--- config.mk ---
export PLATFORM = sky130hd
export DESIGN_NAME = washing_machine_cycle_controller_core
export DESIGN_NICKNAME = d
export VERILOG_FILES = /design/src/design/wmcc_pkg.sv /design/src/design/wmcc_step.sv /design/src/design/washing_machine_cycle_controller_core.sv
export SDC_FILE = /design/constraint.sdc
export NUM_CORES = 1
export LEC_CHECK = 0
export BUFFER_PORTS_ARGS = -buffer_cell sky130_fd_sc_hd__buf_2
export CORE_MARGIN = 8
export CORE_UTILIZATION = 58
export DETAILED_ROUTE_END_ITERATION = 8
export PLACE_DENSITY_LB_ADDON = 0.2
export REMOVE_ABC_BUFFERS = 1
export SLEW_MARGIN = 20
export SYNTH_ARGS = -nofsm -noshare
export SYNTH_HDL_FRONTEND = slang
export SYNTH_HIERARCHICAL = 1
export SYNTH_SLANG_ARGS = --single-unit
--- constraint.sdc ---
create_clock -name clk -period 4.7 [get_ports clk]
set_input_delay 0.47 -clock clk [delete_from_list [all_inputs] [get_ports clk]]
set_output_delay 0.47 -clock clk [all_outputs]
set_load 0.05 [all_outputs]
--- src/design/wmcc_pkg.sv ---
// Shared types and constants for the washing machine cycle controller.
// Used by wmcc_step and by the top level; depends on nothing else.
package wmcc_pkg;

  // Event codes carried on the input channel
  localparam logic [2:0] CMD_TICK       = 3'd0;
  localparam logic [2:0] CMD_POWER_BTN  = 3'd1;
  localparam logic [2:0] CMD_ADV_BTN    = 3'd2;
  localparam logic [2:0] CMD_REMOTE_ON  = 3'd3;
  localparam logic [2:0] CMD_REMOTE_OFF = 3'd4;
  localparam logic [2:0] CMD_REMOTE_ADV = 3'd5;
  localparam logic [2:0] CMD_QUERY      = 3'd6;
  localparam logic [2:0] CMD_SPARE      = 3'd7;

  // Wash phases
  localparam logic [3:0] PH_OFF        = 4'd0;
  localparam logic [3:0] PH_FILL       = 4'd1;
  localparam logic [3:0] PH_AGITATE    = 4'd2;
  localparam logic [3:0] PH_DRAIN      = 4'd3;
  localparam logic [3:0] PH_SPIN       = 4'd4;
  localparam logic [3:0] PH_RINSE_FILL = 4'd5;
  localparam logic [3:0] PH_AGITATE2   = 4'd6;
  localparam logic [3:0] PH_DRAIN2     = 4'd7;
  localparam logic [3:0] PH_SPIN2      = 4'd8;
  localparam logic [3:0] PH_SHUTDOWN   = 4'd9;

  localparam logic [7:0] TICKS_RESET = 8'd5;

  // Lamps and drives
  typedef struct packed {
    logic motor;
    logic valve;
    logic level;
    logic power;
  } drive_t;

  // Sequencer state carried from item to item
  typedef struct packed {
    logic [3:0] phase;
    logic [7:0] countdown;
    logic       counting;
    drive_t     drive;
  } seq_state_t;

  // One result item
  typedef struct packed {
    logic [3:0] report_code;
    logic       report_valid;
    logic       timing;
    logic [7:0] ticks_left;
    logic [3:0] current_phase;
    drive_t     drive;
  } result_t;

  // Phase that follows p; shut-down and anything past it wrap to off
  function automatic logic [3:0] next_phase(input logic [3:0] p);
    next_phase = (p >= PH_SHUTDOWN) ? PH_OFF : p + 4'd1;
  endfunction

endpackage

--- src/design/wmcc_step.sv ---
// Next-state and result logic for one event of the wash sequencer.
// Purely combinational; uses types and constants from wmcc_pkg.
module wmcc_step (
  input  wmcc_pkg::seq_state_t st,
  input  logic [2:0]           command,
  input  logic                 level_high_reached,
  input  logic                 level_low_reached,
  input  logic [7:0]           timed_phase_ticks,
  output wmcc_pkg::seq_state_t st_nxt,
  output wmcc_pkg::result_t    res
);

  always_comb begin
    wmcc_pkg::seq_state_t s;
    logic                 eval;
    logic                 rep_v;
    logic [3:0]           rep_c;

    s     = st;
    eval  = 1'b0;
    rep_v = 1'b0;
    rep_c = 4'd0;

    // Apply the event
    unique case (command) inside
      wmcc_pkg::CMD_TICK, wmcc_pkg::CMD_SPARE: begin
        if (st.counting) begin
          if (st.countdown == 8'd0) begin
            s.counting = 1'b0;
            rep_v      = 1'b1;
            rep_c      = st.phase;
            s.phase    = wmcc_pkg::next_phase(st.phase);
          end else begin
            s.countdown = st.countdown - 8'd1;
          end
        end else begin
          eval = (st.phase != wmcc_pkg::PH_OFF);
        end
      end
      wmcc_pkg::CMD_QUERY: begin
        eval = !st.counting;
      end
      default: begin
        unique case (command)
          wmcc_pkg::CMD_POWER_BTN:
            s.phase = (st.phase == wmcc_pkg::PH_OFF) ? wmcc_pkg::PH_FILL : wmcc_pkg::PH_OFF;
          wmcc_pkg::CMD_ADV_BTN:
            if (st.phase != wmcc_pkg::PH_OFF) s.phase = wmcc_pkg::next_phase(st.phase);
          wmcc_pkg::CMD_REMOTE_ON:  s.phase = wmcc_pkg::PH_FILL;
          wmcc_pkg::CMD_REMOTE_OFF: s.phase = wmcc_pkg::PH_SHUTDOWN;
          default:                  s.phase = wmcc_pkg::next_phase(st.phase);
        endcase
        // Drop any countdown in progress
        s.counting  = 1'b0;
        s.countdown = 8'd0;
        eval        = 1'b1;
      end
    endcase

    // Evaluate the current phase once
    if (eval) begin
      unique case (s.phase) inside
        wmcc_pkg::PH_FILL: begin
          s.drive.power = 1'b1;
          s.drive.motor = 1'b1;
          s.drive.valve = 1'b1;
          rep_v   = 1'b1;
          rep_c   = wmcc_pkg::PH_FILL;
          s.phase = wmcc_pkg::PH_AGITATE;
        end
        wmcc_pkg::PH_AGITATE, wmcc_pkg::PH_AGITATE2: begin
          if (level_high_reached) begin
            s.drive.level = 1'b1;
            s.drive.valve = 1'b0;
            s.drive.motor = 1'b1;
            s.countdown   = timed_phase_ticks;
            s.counting    = 1'b1;
          end
        end
        wmcc_pkg::PH_DRAIN, wmcc_pkg::PH_DRAIN2: begin
          s.drive.level = 1'b0;
          s.drive.motor = 1'b0;
          s.drive.valve = 1'b1;
          rep_v   = 1'b1;
          rep_c   = s.phase;
          s.phase = s.phase + 4'd1;
        end
        wmcc_pkg::PH_SPIN, wmcc_pkg::PH_SPIN2: begin
          if (level_low_reached) begin
            s.drive.level = 1'b1;
            s.drive.motor = 1'b1;
            s.countdown   = timed_phase_ticks;
            s.counting    = 1'b1;
          end
        end
        wmcc_pkg::PH_RINSE_FILL: begin
          s.drive.motor = 1'b1;
          s.drive.valve = 1'b1;
          s.drive.level = 1'b0;
          rep_v   = 1'b1;
          rep_c   = wmcc_pkg::PH_RINSE_FILL;
          s.phase = wmcc_pkg::PH_AGITATE2;
        end
        default: begin
          // Off, shut-down and unused codes: everything off
          s.drive     = '0;
          s.counting  = 1'b0;
          s.countdown = 8'd0;
          rep_v       = 1'b1;
          rep_c       = wmcc_pkg::PH_OFF;
          s.phase     = wmcc_pkg::PH_OFF;
        end
      endcase
    end

    st_nxt            = s;
    res.drive         = s.drive;
    res.current_phase = s.phase;
    res.ticks_left    = s.counting ? s.countdown : 8'd0;
    res.timing        = s.counting;
    res.report_valid  = rep_v;
    res.report_code   = rep_v ? rep_c : 4'd0;
  end

endmodule

--- src/design/washing_machine_cycle_controller_core.sv ---
// Top level of the washing machine cycle controller: input register, sequencer
// state, result register and configuration register. Uses wmcc_pkg and wmcc_step.
//
// Usage:
//   Input channel (in_*): one event per item. in_tuser carries the command,
//   in_tdata the two level sensor flags.
//   Result channel (out_*): exactly one result item per input item, in order.
//   Configuration channel (cfg_*): writes timed_phase_ticks, the countdown start value
//   for agitate and spin phases; always ready; the user writes it only idle (not enforced).
// Path: an accepted input item is held in the input register, then the sequencer
//   step writes its result into the result register.
// Throughput: one item per cycle while results are taken; the sequencer step is a single
//   pass of logic from the input register and the state registers.
// Reset: phase off, countdown cleared, drives off, timed_phase_ticks = 5,
//   both channels empty.
// Stall: while the result is not taken, the result register holds its item and
//   the input register can hold one more; in_tready drops only while both are
//   full and out_tready is low.
module washing_machine_cycle_controller_core (
  input  logic        clk,
  input  logic        rst_n,
  // input items
  input  logic        in_tvalid,
  output logic        in_tready,
  input  logic [7:0]  in_tdata,   // [0] level_high_reached, [1] level_low_reached, [7:2] zero
  input  logic [2:0]  in_tuser,   // [2:0] command
  // result items
  output logic        out_tvalid,
  input  logic        out_tready,
  output logic [23:0] out_tdata,  // [0] power_lamp, [1] level_lamp, [2] valve_on,
                                  // [3] motor_on, [7:4] current_phase, [15:8] ticks_left,
                                  // [16] timing, [17] report_valid, [21:18] report_code,
                                  // [23:22] zero
  // configuration
  input  logic        cfg_valid,
  output logic        cfg_ready,
  input  logic [7:0]  cfg_data    // timed_phase_ticks
);

  logic                 in_valid_r;
  logic [2:0]           cmd_r;
  logic                 hi_r;
  logic                 lo_r;
  logic                 out_valid_r;
  wmcc_pkg::result_t    res_r;
  wmcc_pkg::result_t    res_nxt;
  wmcc_pkg::seq_state_t st_r;
  wmcc_pkg::seq_state_t st_nxt;
  logic [7:0]           ticks_r;
  logic                 advance;

  // Step the sequencer when an item is held and the result slot is free
  assign advance   = in_valid_r && (!out_valid_r || out_tready);
  assign in_tready = !in_valid_r || advance;
  assign cfg_ready = 1'b1;

  wmcc_step u_step (
    .st                 (st_r),
    .command            (cmd_r),
    .level_high_reached (hi_r),
    .level_low_reached  (lo_r),
    .timed_phase_ticks  (ticks_r),
    .st_nxt             (st_nxt),
    .res                (res_nxt)
  );

  // Control and state registers
  always_ff @(posedge clk) begin
    if (!rst_n) begin
      in_valid_r  <= 1'b0;
      out_valid_r <= 1'b0;
      st_r        <= '0;
      ticks_r     <= wmcc_pkg::TICKS_RESET;
    end else begin
      if (in_tready) in_valid_r <= in_tvalid;
      if (advance) begin
        out_valid_r <= 1'b1;
        st_r        <= st_nxt;
      end else if (out_tready) begin
        out_valid_r <= 1'b0;
      end
      if (cfg_valid) ticks_r <= cfg_data;
    end
  end

  // Payload registers
  always_ff @(posedge clk) begin
    if (in_tready && in_tvalid) begin
      cmd_r <= in_tuser;
      hi_r  <= in_tdata[0];
      lo_r  <= in_tdata[1];
    end
    if (advance) res_r <= res_nxt;
  end

  assign out_tvalid = out_valid_r;
  assign out_tdata  = {2'b00, res_r};

  // Checks
  a_report_code_zero: assert property (@(posedge clk) disable iff (!rst_n)
    out_valid_r && !res_r.report_valid |-> res_r.report_code == 4'd0)
    else $error("report code set without report");

  a_ticks_zero_idle: assert property (@(posedge clk) disable iff (!rst_n)
    out_valid_r && !res_r.timing |-> res_r.ticks_left == 8'd0)
    else $error("ticks shown outside a timed phase");

  a_off_all_quiet: assert property (@(posedge clk) disable iff (!rst_n)
    out_valid_r && res_r.current_phase == wmcc_pkg::PH_OFF
      |-> res_r.drive == '0 && !res_r.timing)
    else $error("drives active while off");

  a_timing_phase: assert property (@(posedge clk) disable iff (!rst_n)
    st_r.counting |-> (st_r.phase == wmcc_pkg::PH_AGITATE || st_r.phase == wmcc_pkg::PH_SPIN ||
                       st_r.phase == wmcc_pkg::PH_AGITATE2 || st_r.phase == wmcc_pkg::PH_SPIN2))
    else $error("countdown outside agitate or spin");

endmodule

==> key figures <==
Timing
  – Setup repair after global routing missed its margin: no
  – Tightest Pin Transition: 0.832 ns
  – Final setup slack of the worst path: 0.575 ns
  – Time the final worst path needs with I/O delays and setup: 4.13 ns
  – Setup Total Neg Slack: 0 ns
  – Pins Over Slew Limit: 0
  – Final worst-path cycle share: 0.878
  – Worst-case headroom to the max-slew limit: 0.445
  – Fin. Hold Viols: 0
  – Top achievable clock speed: 242 MHz
  – Final Setup Violations: 0
  – Max Clock Skew: 0.0126 ns

Floorplanning
  – Initial core utilization: 0.606
  – IO Count: 51
  – Die width: 94.9 microns
  – Y dimension of the die: 94.9 microns
  – Total Die Area: 9000 sq um
  – Floorplan Core Area: 5960 sq um
  – FP Rows: 28

Global routing
  – Antenna violations before repair: 0
  – Congestion Overflow GR: 0
  – GRT Util Overall: 0.194
  – First-pass GRT wire length: 14000 microns
  – Vias in the first global route: a little under 3000
  – Maximum number of pins on one net before global-route repair: 45

Worst setup path
  – Timing startpoint of the critical path: st_r[5]$_SDFFE_PN0P_
  – Data required, critical path: between 4 and 5 ns
  – Top cell family by delay on the critical path: simple AND/OR/NAND/NOR gates
  – Critical setup path kind: reg -> reg
  – Endpoint arrival time on the critical path: ~4.4 ns
  – Critical path buffers and inverters: 2
  – Largest incremental delay on the critical path: 0.53 ns
  – Cell breakdown of the critical path: inv_1, ha_1, nor3b_2, and3_1, o21ai_4, o21bai_1, a22oi_1, ha_1, inv_1, or3_1, nand4_1, a211oi_1, a21oi_1, nand2_1, mux2i_1
  – Max FO, Critical Path: 9
  – Reg2Reg Launch Point: st_r[5]$_SDFFE_PN0P_
  – Type of element launching the critical path: flop
  – Crit. End Element: flop
  – Worst-path cell with the longest stage delay: sky130_fd_sc_hd__ha_1

Power
  – Leakage power total: 1.38 nW
  – Power Density: 279 nW/um^2
  – Internal power: 0.736 mW
  – Logic pwr share: 0.209
  – Clk pwr share: 0.284
  – Share of total power in sequential cells: 0.506
  – Proportion of total power due to net switching: 0.303
  – Maximum VDD drop: about 0.21 mV
  – Switching power: 0.320 mW

Clock network
  – Number of CTS-inserted buffers: 5
  – Post-CTS Repair Setup Buffers: 0
  – TritonCTS clock tree: yes
  – Clock Path Buffers: 2
  – Resize count post-CTS: 0
  – CTS clock-pin slew for the worst setup and hold paths: 0.09 ns
  – Hold bufs inserted after CTS: 0
  – TritonCTS Sinks: 54
  – H-tree depth: 2
  – Buffer type at the clock tree root: sky130_fd_sc_hd__clkbuf_8
  – Skew-Pair Late Insertion Delay: 0.31 ns

Layout
  – Filler cell count in the final layout: 524
  – Layout cell share with drive strength beyond 1: 0.204
  – Most frequent cells in the layout: 58 x sky130_fd_sc_hd__nand2_1, 41 x sky130_fd_sc_hd__buf_2, 28 x sky130_fd_sc_hd__mux2i_1, 27 x sky130_fd_sc_hd__edfxtp_1, 27 x sky130_fd_sc_hd__dfxtp_1
  – Final design utilization: 0.635
  – Growth of design area from synthesis to finish: 4.75%
  – Final design instance area without fill: 3780 sq um
  – # nets final: between 400 and 500
  – Leading cell type in the layout, fill and taps excluded: sky130_fd_sc_hd__nand2_1
  – Ant diodes: 0

Synthesis
  – Most frequently used flop master after synthesis: sky130_fd_sc_hd__edfxtp_1
  – Synthesis-stage register bit count: 54
  – Distinct cell type count after synthesis: 83
  – Mean instance size in the synthesized netlist: 9.35 sq um
  – Synth Cell Area: 3610 sq um
  – Count of flip-flops with a built-in enable after synthesis: 27
  – Register area share after synthesis: 0.374
  – Proportion of synthesized flip-flops having asynchronous set or reset: 0
  – Gate count of the mapped netlist: a little under 400
  – Syn. warnings: 6

Routing
  – Via density per instance: between 6 and 7
  – WL/cell: 18.0 microns
  – Final routed DRC violation total: 0
  – Iteration-0 DRC Markers: between 200 and 300
  – Via count: 3007
  – DR pass1 iterations: 5
  – Post-route ant nets: 0
  – Total detailed-routing wirelength: approximately 8500 microns

Placement
  – Instance area after placement: 3670 sq um
  – Placed wire-length estimate after detailed placement: a little under 6000 microns
  – Routability congestion estimate: 0.906
  – I/O Buffers: 41
  – Post-Place Worst Slack: 0.714 ns

Hold path
  – Hold_sp: in_tdata[0]
  – Type of the tightest min-delay check: in -> reg

Run
  – Max-cap violations: 0

Status
  – Outcome: finished, final reports clean
## path summary, 6_finish.rpt
kind | slack, ns | end | cells after the start
worst min register to register | 0.46 | st_r[0]$_SDFFE_PN0P_ | 2
worst max register to register | 0.57 | st_r[15]$_SDFFE_PN0P_ | 15
worst min-delay path | 0.33 | hi_r$_DFFE_PP_ | 1
worst max-delay path | 0.57 | st_r[15]$_SDFFE_PN0P_ | 15
## per-stage QoR
step	total power, mW	instances	hold slack [ns]
after global placement	0.757	468	0.443
after floorplan	0.701	351	0.431
after CTS	1.06	476	0.329
final	1.06	476	0.334
after detailed placement	0.762	468	0.452
after global routing	1.10	476	0.323
## per-layer routing
metal  GRT usage  part of all wire  up-vias
li1            -                 -     1427
met1       0.240              0.43     1426
met2       0.319              0.47      129
met3      0.0389             0.072       25
met4      0.0871             0.027        0
met5           0                 0        -
## power by group through the flow
stage | Sequential (mW) | Clock (mW) | Combinational [mW]
final | 0.535 | 0.300 | 0.221
after global routing | 0.538 | 0.323 | 0.237
after CTS | 0.535 | 0.306 | 0.218
after detailed placement | 0.545 | 0 | 0.217
after global placement | 0.545 | 0 | 0.213
after floorplan | 0.580 | 0 | 0.121
## synth_stat cells (all sizes together), types with 4 or more instances
cell type | number | area (sq um)
nor2 | 10 | 42.5
dfxtp | 27 | 541
nand3 | 11 | 55.1
buf | 26 | 205
inv | 11 | 41.3
edfxtp | 27 | 811
and3 | 6 | 43.8
nand2 | 58 | 218
o21ai | 24 | 139
mux2i | 28 | 280
o22ai | 11 | 81.3
nor2b | 19 | 131
nor3 | 8 | 45.0
ha | 9 | 113
a31oi | 4 | 31.3
o21a | 4 | 30.0
clkbuf | 8 | 30.0
a21oi | 22 | 114
a32oi | 5 | 43.8
## registers in the layout, indices dropped and copies added (netlist names)
signal	cells
out_tdata	22
in_valid_r	1
st_r	17
ticks_r	8
lo_r	1
out_tvalid	1
hi_r	1
cmd_r	3
## kinds of logic (layout without fill, tap and decap cells)
group	after synthesis	count (layout)	synth area share
AOI/OAI and AO/OA	104	104	0.214
and+or+nand+nor	138	138	0.208
adders and majority gates	9	9	0.0312
DFF	54	54	0.374
xor gates and xnor gates	3	3	0.00936
other	2	3	0.00208
buffers and inverters	48	62	0.0832
muxes	28	28	0.0777
## layout make-up
class,instances,area [sq um],area share
Inverter,12,45.0,0.0119
Tap cell,75,93.8,0.0248
Multi-Input combinational cell,285,1970,0.520
Clock buffer,8,111,0.0295
Timing Repair Buffer,42,213,0.0563
Sequential cell,54,1350,0.357
Note: power is estimated with default switching activity, not from simulation.
